$ cat src/design/bls_pkg.sv
`default_nettype none

package bls_pkg;

    // Default strip geometry and tail length.
    localparam int LED_COUNT_DEF = 10;
    localparam int TAIL_LEN_DEF  = 4;

    // Field widths of the channels and the configuration register.
    localparam int PEAK_W  = 8;
    localparam int INDEX_W = 6;
    localparam int RED_W   = 8;
    localparam int TPF_W   = 8;

    // Reset value of ticks_per_frame.
    localparam logic [TPF_W-1:0] TPF_RESET = 8'd6;

    // Depth of the job queue between the front and back parts.
    localparam int QUEUE_DEPTH = 2;

    // Fraction bits of the reciprocal used to divide the peak by the tail length.
    localparam int RECIP_SHIFT = 16;

    // One frame to render, as handed from the front part to the back part.
    typedef struct packed {
        logic [PEAK_W-1:0]  peak;
        logic [PEAK_W-1:0]  step;
        logic [INDEX_W-1:0] head;
        logic               up;
    } bls_job_t;

endpackage

`default_nettype wire

$ cat src/design/bls_if.sv
`default_nettype none

// Tick channel: one request carries the peak brightness for one tick.
interface bls_tick_if import bls_pkg::*; ();
    logic              valid;
    logic              ready;
    logic [PEAK_W-1:0] peak_brightness;

    modport source (output valid, output peak_brightness, input ready);
    modport sink   (input valid, input peak_brightness, output ready);
endinterface

// LED channel: one request carries the red level of one LED.
interface bls_led_if import bls_pkg::*; ();
    logic               valid;
    logic               ready;
    logic [INDEX_W-1:0] led_index;
    logic [RED_W-1:0]   red_level;
    logic               last_led;

    modport source (output valid, output led_index, output red_level, output last_led,
                    input ready);
    modport sink   (input valid, input led_index, input red_level, input last_led,
                    output ready);
endinterface

`default_nettype wire

$ cat src/design/bls_front.sv
`default_nettype none

module bls_front import bls_pkg::*; #(
    parameter int LED_COUNT = LED_COUNT_DEF,
    parameter int TAIL_LEN  = TAIL_LEN_DEF
) (
    input  wire logic             clk,
    input  wire logic             rst_n,
    bls_tick_if.sink              tick,
    input  wire logic             cfg_we,
    input  wire logic [TPF_W-1:0] cfg_wdata,
    output logic                  push_valid,
    input  wire logic             push_ready,
    output bls_job_t              push_job
);

    localparam int PROD_W = PEAK_W + RECIP_SHIFT + 1;
    localparam logic [PROD_W-1:0] RECIP =
        PROD_W'(((1 << RECIP_SHIFT) + TAIL_LEN - 1) / TAIL_LEN);
    localparam logic [INDEX_W-1:0] LAST_IDX = INDEX_W'(LED_COUNT - 1);

    logic [TPF_W-1:0]   tpf_reg;
    logic [TPF_W-1:0]   tick_count_reg, tick_count_next;
    logic [INDEX_W-1:0] head_reg, head_next;
    logic               up_reg, up_next;

    logic               render_now;
    logic               accept;
    logic [INDEX_W-1:0] head_moved;
    logic [PROD_W-1:0]  step_prod;

    // A tick renders once the count has reached the configured frame length.
    assign render_now = (tick_count_reg >= tpf_reg);

    // A tick that renders nothing never waits for the queue.
    assign tick.ready = push_ready || !render_now;
    assign accept     = tick.valid && tick.ready;

    // Peak divided by the tail length, by multiplying with a rounded-up reciprocal.
    assign step_prod = PROD_W'(tick.peak_brightness) * RECIP;

    assign push_valid    = tick.valid && render_now;
    assign push_job.peak = tick.peak_brightness;
    assign push_job.step = step_prod[RECIP_SHIFT +: PEAK_W];
    assign push_job.head = head_reg;
    assign push_job.up   = up_reg;

    // Head movement after a frame, reversing when it lands on either end.
    always_comb
    begin
        head_moved      = up_reg ? head_reg + 1'b1 : head_reg - 1'b1;
        tick_count_next = tick_count_reg + 1'b1;
        head_next       = head_reg;
        up_next         = up_reg;
        if (render_now)
        begin
            tick_count_next = TPF_W'(1);
            head_next       = head_moved;
            if (head_moved == LAST_IDX || head_moved == '0)
            begin
                up_next = !up_reg;
            end
        end
    end

    // Animation state and the frame-length register.
    always_ff @(posedge clk or negedge rst_n)
    begin
        if (!rst_n)
        begin
            tpf_reg        <= TPF_RESET;
            tick_count_reg <= '0;
            head_reg       <= '0;
            up_reg         <= 1'b1;
        end
        else
        begin
            if (cfg_we)
            begin
                tpf_reg <= cfg_wdata;
            end
            if (accept)
            begin
                tick_count_reg <= tick_count_next;
                head_reg       <= head_next;
                up_reg         <= up_next;
            end
        end
    end

    // The head never leaves the strip.
    assert property (@(posedge clk) disable iff (!rst_n) head_reg <= LAST_IDX)
        else $error("head position beyond the strip");

    // A rendering tick is only taken together with its frame job.
    assert property (@(posedge clk) disable iff (!rst_n)
        accept && render_now |-> push_valid && push_ready)
        else $error("rendering tick accepted without a queued frame");

endmodule

`default_nettype wire

$ cat src/design/bls_queue.sv
`default_nettype none

module bls_queue import bls_pkg::*; (
    input  wire logic     clk,
    input  wire logic     rst_n,
    input  wire logic     push_valid,
    output logic          push_ready,
    input  wire bls_job_t push_job,
    output logic          pop_valid,
    input  wire logic     pop_ready,
    output bls_job_t      pop_job
);

    localparam int PTR_W = (QUEUE_DEPTH > 1) ? $clog2(QUEUE_DEPTH) : 1;
    localparam int CNT_W = $clog2(QUEUE_DEPTH + 1);
    localparam logic [PTR_W-1:0] LAST_PTR = PTR_W'(QUEUE_DEPTH - 1);
    localparam logic [CNT_W-1:0] FULL_CNT = CNT_W'(QUEUE_DEPTH);

    bls_job_t         slot_reg [QUEUE_DEPTH];
    logic [PTR_W-1:0] wr_ptr_reg, wr_ptr_next;
    logic [PTR_W-1:0] rd_ptr_reg, rd_ptr_next;
    logic [CNT_W-1:0] count_reg, count_next;
    logic             do_push;
    logic             do_pop;

    assign push_ready = (count_reg != FULL_CNT);
    assign pop_valid  = (count_reg != '0);
    assign pop_job    = slot_reg[rd_ptr_reg];
    assign do_push    = push_valid && push_ready;
    assign do_pop     = pop_valid && pop_ready;

    // Pointer and fill count update.
    always_comb
    begin
        wr_ptr_next = wr_ptr_reg;
        rd_ptr_next = rd_ptr_reg;
        count_next  = count_reg;
        if (do_push)
        begin
            wr_ptr_next = (wr_ptr_reg == LAST_PTR) ? '0 : wr_ptr_reg + 1'b1;
        end
        if (do_pop)
        begin
            rd_ptr_next = (rd_ptr_reg == LAST_PTR) ? '0 : rd_ptr_reg + 1'b1;
        end
        if (do_push && !do_pop)
        begin
            count_next = count_reg + 1'b1;
        end
        else if (do_pop && !do_push)
        begin
            count_next = count_reg - 1'b1;
        end
    end

    always_ff @(posedge clk or negedge rst_n)
    begin
        if (!rst_n)
        begin
            wr_ptr_reg <= '0;
            rd_ptr_reg <= '0;
            count_reg  <= '0;
        end
        else
        begin
            wr_ptr_reg <= wr_ptr_next;
            rd_ptr_reg <= rd_ptr_next;
            count_reg  <= count_next;
        end
    end

    // Job storage needs no reset.
    always_ff @(posedge clk)
    begin
        if (do_push)
        begin
            slot_reg[wr_ptr_reg] <= push_job;
        end
    end

    // Pointers and fill count stay consistent.
    assert property (@(posedge clk) disable iff (!rst_n)
        (count_reg == '0 || count_reg == FULL_CNT) |-> wr_ptr_reg == rd_ptr_reg)
        else $error("queue pointers disagree with the fill count");

endmodule

`default_nettype wire

$ cat src/design/bls_back.sv
`default_nettype none

module bls_back import bls_pkg::*; #(
    parameter int LED_COUNT = LED_COUNT_DEF,
    parameter int TAIL_LEN  = TAIL_LEN_DEF
) (
    input  wire logic     clk,
    input  wire logic     rst_n,
    input  wire logic     pop_valid,
    output logic          pop_ready,
    input  wire bls_job_t pop_job,
    bls_led_if.source     led
);

    localparam int DIST_W = INDEX_W + 1;
    localparam int MUL_W  = 4 + PEAK_W;
    localparam logic [INDEX_W-1:0] LAST_IDX = INDEX_W'(LED_COUNT - 1);
    localparam logic [DIST_W-1:0]  TOP_D    = DIST_W'(LED_COUNT - 1);
    localparam logic [DIST_W-1:0]  TAIL_D   = DIST_W'(TAIL_LEN);

    logic               busy_reg, busy_next;
    logic [INDEX_W-1:0] idx_reg, idx_next;
    bls_job_t           job_reg;
    logic               out_valid_reg, out_valid_next;
    logic [INDEX_W-1:0] out_index_reg;
    logic [RED_W-1:0]   out_red_reg;
    logic               out_last_reg;

    logic               adv;
    logic               is_last;
    logic               emit;
    logic               take_job;
    logic [DIST_W-1:0]  i_d;
    logic [DIST_W-1:0]  p_d;
    logic [DIST_W-1:0]  tail_dist;
    logic               in_tail;
    logic [MUL_W-1:0]   fall;
    logic [RED_W-1:0]   red;

    // The output register moves when it is empty or being taken.
    assign adv      = !out_valid_reg || led.ready;
    assign is_last  = (idx_reg == LAST_IDX);
    assign emit     = busy_reg && adv;
    assign pop_ready = !busy_reg || (adv && is_last);
    assign take_job = pop_valid && pop_ready;

    // Distance behind the head, with the tail reflected at the strip ends.
    assign i_d = DIST_W'(idx_reg);
    assign p_d = DIST_W'(job_reg.head);

    always_comb
    begin
        if (job_reg.up)
        begin
            tail_dist = (i_d > p_d) ? i_d + p_d : p_d - i_d;
        end
        else
        begin
            tail_dist = (i_d < p_d) ? (TOP_D - p_d) + (TOP_D - i_d) : i_d - p_d;
        end
    end

    // Brightness falls by one step per place behind the head.
    assign in_tail = (tail_dist <= TAIL_D);
    assign fall    = MUL_W'(tail_dist[3:0]) * MUL_W'(job_reg.step);
    assign red     = in_tail ? job_reg.peak - fall[RED_W-1:0] : '0;

    // LED sweep control.
    always_comb
    begin
        busy_next      = busy_reg;
        idx_next       = idx_reg;
        out_valid_next = out_valid_reg;
        if (emit)
        begin
            out_valid_next = 1'b1;
            idx_next       = idx_reg + 1'b1;
            if (is_last)
            begin
                busy_next = 1'b0;
                idx_next  = '0;
            end
        end
        else if (adv)
        begin
            out_valid_next = 1'b0;
        end
        if (take_job)
        begin
            busy_next = 1'b1;
            idx_next  = '0;
        end
    end

    always_ff @(posedge clk or negedge rst_n)
    begin
        if (!rst_n)
        begin
            busy_reg      <= 1'b0;
            idx_reg       <= '0;
            out_valid_reg <= 1'b0;
        end
        else
        begin
            busy_reg      <= busy_next;
            idx_reg       <= idx_next;
            out_valid_reg <= out_valid_next;
        end
    end

    // Job and result payload registers.
    always_ff @(posedge clk)
    begin
        if (take_job)
        begin
            job_reg <= pop_job;
        end
        if (emit)
        begin
            out_index_reg <= idx_reg;
            out_red_reg   <= red;
            out_last_reg  <= is_last;
        end
    end

    assign led.valid     = out_valid_reg;
    assign led.led_index = out_index_reg;
    assign led.red_level = out_red_reg;
    assign led.last_led  = out_last_reg;

    // The sweep index stays on the strip.
    assert property (@(posedge clk) disable iff (!rst_n) busy_reg |-> idx_reg <= LAST_IDX)
        else $error("LED index beyond the strip");

    // The frame marker sits exactly on the final LED.
    assert property (@(posedge clk) disable iff (!rst_n)
        out_valid_reg |-> (out_last_reg == (out_index_reg == LAST_IDX)))
        else $error("last_led does not match the final LED");

    // A new frame starts at LED zero only after the previous one finished.
    assert property (@(posedge clk) disable iff (!rst_n)
        take_job && busy_reg |-> emit && is_last)
        else $error("frame job taken in the middle of a sweep");

endmodule

`default_nettype wire

$ cat src/design/bouncing_led_scanner.sv
// Bouncing red scanner for an LED strip.
//
// The tick channel carries one request per animation tick with the peak
// brightness of the head. The led channel returns one request per LED,
// in index order, when a tick renders a frame; last_led marks the final LED.
// A tick renders when the tick count has reached ticks_per_frame; the user
// must write it through cfg_we and cfg_wdata only while idle; not enforced.
//
// A tick that renders nothing never waits for the queue. A rendering tick is
// queued as a frame job, taken into the back part's job register, and its LEDs
// leave through the LED output register, one LED per cycle while the receiver
// does not stall, from the single sweep unit in the back part. Up to two frame
// jobs wait in the queue, so ticks keep being accepted while a frame streams
// out. When the receiver stalls, the LED output register holds and the sweep
// pauses; ticks stall only when a rendering tick finds the queue full. Reset
// clears the tick count, puts the head on LED zero moving up, sets
// ticks_per_frame to six and empties the queue and the output.
`default_nettype none

module bouncing_led_scanner import bls_pkg::*; #(
    parameter int LED_COUNT = LED_COUNT_DEF,
    parameter int TAIL_LEN  = TAIL_LEN_DEF
) (
    input  wire logic             clk,
    input  wire logic             rst_n,
    bls_tick_if.sink              tick,
    bls_led_if.source             led,
    input  wire logic             cfg_we,
    input  wire logic [TPF_W-1:0] cfg_wdata
);

    logic     push_valid;
    logic     push_ready;
    bls_job_t push_job;
    logic     pop_valid;
    logic     pop_ready;
    bls_job_t pop_job;

    // Front part: tick counting, head movement and frame jobs.
    bls_front #(
        .LED_COUNT (LED_COUNT),
        .TAIL_LEN  (TAIL_LEN)
    ) u_front (
        .clk        (clk),
        .rst_n      (rst_n),
        .tick       (tick),
        .cfg_we     (cfg_we),
        .cfg_wdata  (cfg_wdata),
        .push_valid (push_valid),
        .push_ready (push_ready),
        .push_job   (push_job)
    );

    // Frame job queue.
    bls_queue u_queue (
        .clk        (clk),
        .rst_n      (rst_n),
        .push_valid (push_valid),
        .push_ready (push_ready),
        .push_job   (push_job),
        .pop_valid  (pop_valid),
        .pop_ready  (pop_ready),
        .pop_job    (pop_job)
    );

    // Back part: per-LED sweep and output register.
    bls_back #(
        .LED_COUNT (LED_COUNT),
        .TAIL_LEN  (TAIL_LEN)
    ) u_back (
        .clk       (clk),
        .rst_n     (rst_n),
        .pop_valid (pop_valid),
        .pop_ready (pop_ready),
        .pop_job   (pop_job),
        .led       (led)
    );

endmodule

`default_nettype wire

$ cat src/flat_wrapper.sv
// flat-port wrapper written by rule: the top's interface ports become plain ports
module bouncing_led_scanner_flat import bls_pkg::*;
#(
    parameter int LED_COUNT = LED_COUNT_DEF,
    parameter int TAIL_LEN  = TAIL_LEN_DEF
)
  (clk, rst_n, cfg_we, cfg_wdata, tick_valid, tick_peak_brightness, tick_ready, led_valid, led_led_index, led_red_level, led_last_led, led_ready);
  bls_tick_if tick_i ();
  bls_led_if led_i ();
  input  wire logic clk;
  input  wire logic rst_n;
  input  wire logic cfg_we;
  input  wire logic [TPF_W-1:0] cfg_wdata;
  input wire logic [$bits(tick_i.valid)-1:0] tick_valid;
  input wire logic [$bits(tick_i.peak_brightness)-1:0] tick_peak_brightness;
  output wire logic [$bits(tick_i.ready)-1:0] tick_ready;
  output wire logic [$bits(led_i.valid)-1:0] led_valid;
  output wire logic [$bits(led_i.led_index)-1:0] led_led_index;
  output wire logic [$bits(led_i.red_level)-1:0] led_red_level;
  output wire logic [$bits(led_i.last_led)-1:0] led_last_led;
  input wire logic [$bits(led_i.ready)-1:0] led_ready;
  assign tick_i.valid = tick_valid;
  assign tick_i.peak_brightness = tick_peak_brightness;
  assign tick_ready = tick_i.ready;
  assign led_valid = led_i.valid;
  assign led_led_index = led_i.led_index;
  assign led_red_level = led_i.red_level;
  assign led_last_led = led_i.last_led;
  assign led_i.ready = led_ready;
  bouncing_led_scanner #(.LED_COUNT(LED_COUNT), .TAIL_LEN(TAIL_LEN)) u_core (.clk(clk), .rst_n(rst_n), .tick(tick_i), .led(led_i), .cfg_we(cfg_we), .cfg_wdata(cfg_wdata));
endmodule
$ cat config.mk
export PLATFORM = sky130hd
export DESIGN_NAME = bouncing_led_scanner_flat
export DESIGN_NICKNAME = d
export VERILOG_FILES = /design/src/design/bls_pkg.sv /design/src/design/bls_if.sv /design/src/design/bls_front.sv /design/src/design/bls_queue.sv /design/src/design/bls_back.sv /design/src/design/bouncing_led_scanner.sv /design/src/flat_wrapper.sv
export SDC_FILE = /design/constraint.sdc
export NUM_CORES = 1
export LEC_CHECK = 0
export ABC_AREA = 1
export BUFFER_PORTS_ARGS = -buffer_cell sky130_fd_sc_hd__buf_2
export CAP_MARGIN = 20
export CORE_ASPECT_RATIO = 1.25
export CORE_MARGIN = 8
export CORE_UTILIZATION = 35
export DETAILED_ROUTE_END_ITERATION = 6
export PLACE_DENSITY_LB_ADDON = 0.05
export SYNTH_ARGS = -nofsm -noshare
export SYNTH_HDL_FRONTEND = slang
export SYNTH_SLANG_ARGS = --single-unit
$ cat constraint.sdc
create_clock -name clk -period 6.1 [get_ports clk]
set_clock_uncertainty 0.2 [all_clocks]
set_input_delay 0.305 -clock clk [delete_from_list [all_inputs] [get_ports clk]]
set_output_delay 0.305 -clock clk [all_outputs]
set_load 0.005 [all_outputs]
==> impl_metrics.env <==
export IMPL_path_max_fanout=6
export IMPL_grt_usage=0.1257
export IMPL_setup_worst_path_end_class="flip-flop"
export IMPL_busiest_layer="met2"
export IMPL_htreeDepth=3
export IMPL_fillers=1729
export IMPL_dp_final_hpwl_um=10150
export IMPL_postSynthAreaPerCell_sq_um=9.012
export IMPL_avgRoutedWirePerCell_um=13.46
export IMPL_crit_required_ps=6000
export IMPL_grt_max_degree=36
export IMPL_die_x_um=134.0
export IMPL_fin_ws_ps=304.8
export IMPL_cts_sinks=95
export IMPL_multi_input_area_sq_um=3072
export IMPL_drive_above_1_share=0.1890
export IMPL_start_kind="flip-flop"
export IMPL_drt_iter0_markers=178
export IMPL_post_place_ws_ps=15.33
export IMPL_synth_cell_type_count=44
export IMPL_setup_viol=0
export IMPL_synth_flop_cell="edfxtp_1"
export IMPL_via_count=4473
export IMPL_start_util=0.3536
export IMPL_synthArstFlopShare=0.3684
export IMPL_synth_cells=676
export IMPL_place_gp_congestion=0.8449
export IMPL_hold_viol=0
export IMPL_antenna_cells=0
export IMPL_drtAntennaViolNets=0
export IMPL_die_h_um=163.5
export IMPL_fin_nets=852
export IMPL_final_common_cell="nand2_1"
export IMPL_worst_pin_slew_ps=851.3
export IMPL_cts_path_max_buffers=2
export IMPL_core_area_sq_um=17230
export IMPL_fmax_mhz=172.6
export IMPL_yosysWarnings=0
export IMPL_fin_crit_ps=5795
export IMPL_cts_tree="done"
export IMPL_criticalPathCategory="flip-flop to flip-flop"
export IMPL_portBuffers=37
export IMPL_die_area_sq_um=21910
export IMPL_drcViolationCount=0
export IMPL_path_clk_slew_ps=70
export IMPL_use_met2=0.2364
export IMPL_met1_usage=0.1410
export IMPL_status="finished clean"
export IMPL_grt_antenna_before_repair=0
export IMPL_syn_area_sq_um=6092
export IMPL_cp_slowest_stage_delay_ps=530
export IMPL_ctsRootBufferMaster="clkbuf_16"
export IMPL_overflow=0
export IMPL_use_met3=0.01938
export IMPL_slew_violations=0
export IMPL_largest_register_ffs=30
export IMPL_fin_crit_sh=0.9500
export IMPL_synth_seq_area_share=0.4401
export IMPL_drv_cap=0
export IMPL_vias_per_cell=4.514
export IMPL_hold_path_class="input port to flip-flop"
export IMPL_synth_seq_cells=95
export IMPL_wl_um=13340
export IMPL_synth_edf_count=60
export IMPL_first_pass_iters=5
export IMPL_slew_headroom=0.4324
export IMPL_seqCellArea_sq_um=2684
export IMPL_syn_nets=766
export IMPL_path_common_cell="nand2_1"
export IMPL_core_rowCount=54
export IMPL_cp_slowest_cell="fa_1"
export IMPL_grt_pass1_vias=4617
export IMPL_top_level_ports=38
export IMPL_final_cell_mix="161 x nand2_1, 107 x inv_1, 60 x edfxtp_1"
export IMPL_clkLatencyLatePin_ps=350
export IMPL_cts_buffers=9
export IMPL_grt_first_pass_wirelength_um=22250
export IMPL_area_growth_pct=20.60
export IMPL_cp_arrival_ps=5700
-- worst paths after layout --
path	cells after the start	to	slack [ps]	from
setup / recovery	33	u_core.u_back.led.red_level[7]	300	u_core.u_back.job_reg[4]
hold / removal	3	u_core.u_front.tick_count_reg[0]	50	tick_valid
setup reg to reg	33	u_core.u_back.led.red_level[7]	300	u_core.u_back.job_reg[4]
hold reg to reg	2	u_core.u_front.up_reg	290	u_core.u_front.up_reg
max in group asynchronous	2	u_core.u_back.idx_reg[4]	4710	rst_n
min in group asynchronous	2	u_core.u_front.tpf_reg[4]	400	rst_n
-- Yosys cell counts, drive strengths merged, types with 3 or more instances --
master / number / area share
xnor2: 6 / 0.0086
buf: 3 / 0.0029
nand3: 38 / 0.033
dfrtp: 32 / 0.13
inv: 118 / 0.073
ha: 53 / 0.11
dfstp: 3 / 0.013
nand2: 179 / 0.12
edfxtp: 60 / 0.30
xor2: 20 / 0.029
nand4: 8 / 0.0082
nor3: 7 / 0.0058
fa: 16 / 0.053
nor2: 51 / 0.034
clkbuf: 4 / 0.0025
o21ai: 25 / 0.022
a21oi: 31 / 0.033
-- metrics by stage --
stage / setup TNS [ps] / hold slack (ps) / area, sq um / instances / utilization
floorplan: 0 / -190.6 / 6092 / 676 / -
global placement: 0 / 258.8 / 6615 / 942 / 0.3840
detailed placement: 0 / 275.4 / 6615 / 942 / 0.3840
CTS: 0 / 31.66 / 7092 / 976 / 0.4116
global route: -22.36 / 93.46 / 7347 / 991 / 0.4264
finish: 0 / 50.25 / 7347 / 991 / 0.4264
-- cell families (layout without fill, tap and decap cells) --
| family | after synthesis | count (layout) | share of synthesized area |
|---|---|---|---|
| muxes | 1 | 1 | 0.001848 |
| buffers and inverters | 126 | 217 | 0.07866 |
| AOI/OAI and AO/OA | 69 | 69 | 0.07065 |
| and+or+nand+nor | 289 | 289 | 0.2093 |
| DFF | 95 | 95 | 0.4401 |
| other | 1 | 1 | 0.0006156 |
| adders and majority gates | 69 | 69 | 0.1614 |
| xor gates and xnor gates | 26 | 26 | 0.03738 |
-- critical path: cells and delay by family (launching register included) --
kind	cells	cell delay, ps
xor gates and xnor gates	2	290
adders and majority gates	6	2370
buffers and inverters	4	280
DFF	1	410
and+or+nand+nor	21	1990
-- final cells by class --
class	count	area share
clock buffers	9	0.03065
multi-input cells	455	0.4181
inverters	119	0.06080
flip-flops and latches	95	0.3653
repair buffers	82	0.07732
well taps	224	0.03815
clock inverters	7	0.009707
-- metal layers --
| metal | wire length, um | share of wire |
|---|---|---|
| met5 | 0 | 0 |
| met1 | 5896 | 0.44 |
| met4 | 166 | 0.012 |
| met3 | 243 | 0.018 |
| met2 | 7033 | 0.53 |
-- timing repair --
action	CTS	global route
setup endpoints to repair	1	4
pin swaps	0	11
hold endpoints to repair	57	0
hold buffers	18	0
resized for setup	1	32
setup buffers	0	15
Power is left out: the tool's default activity adds up to more than one toggle a clock period on the data nets, which glitch-free logic cannot reach.
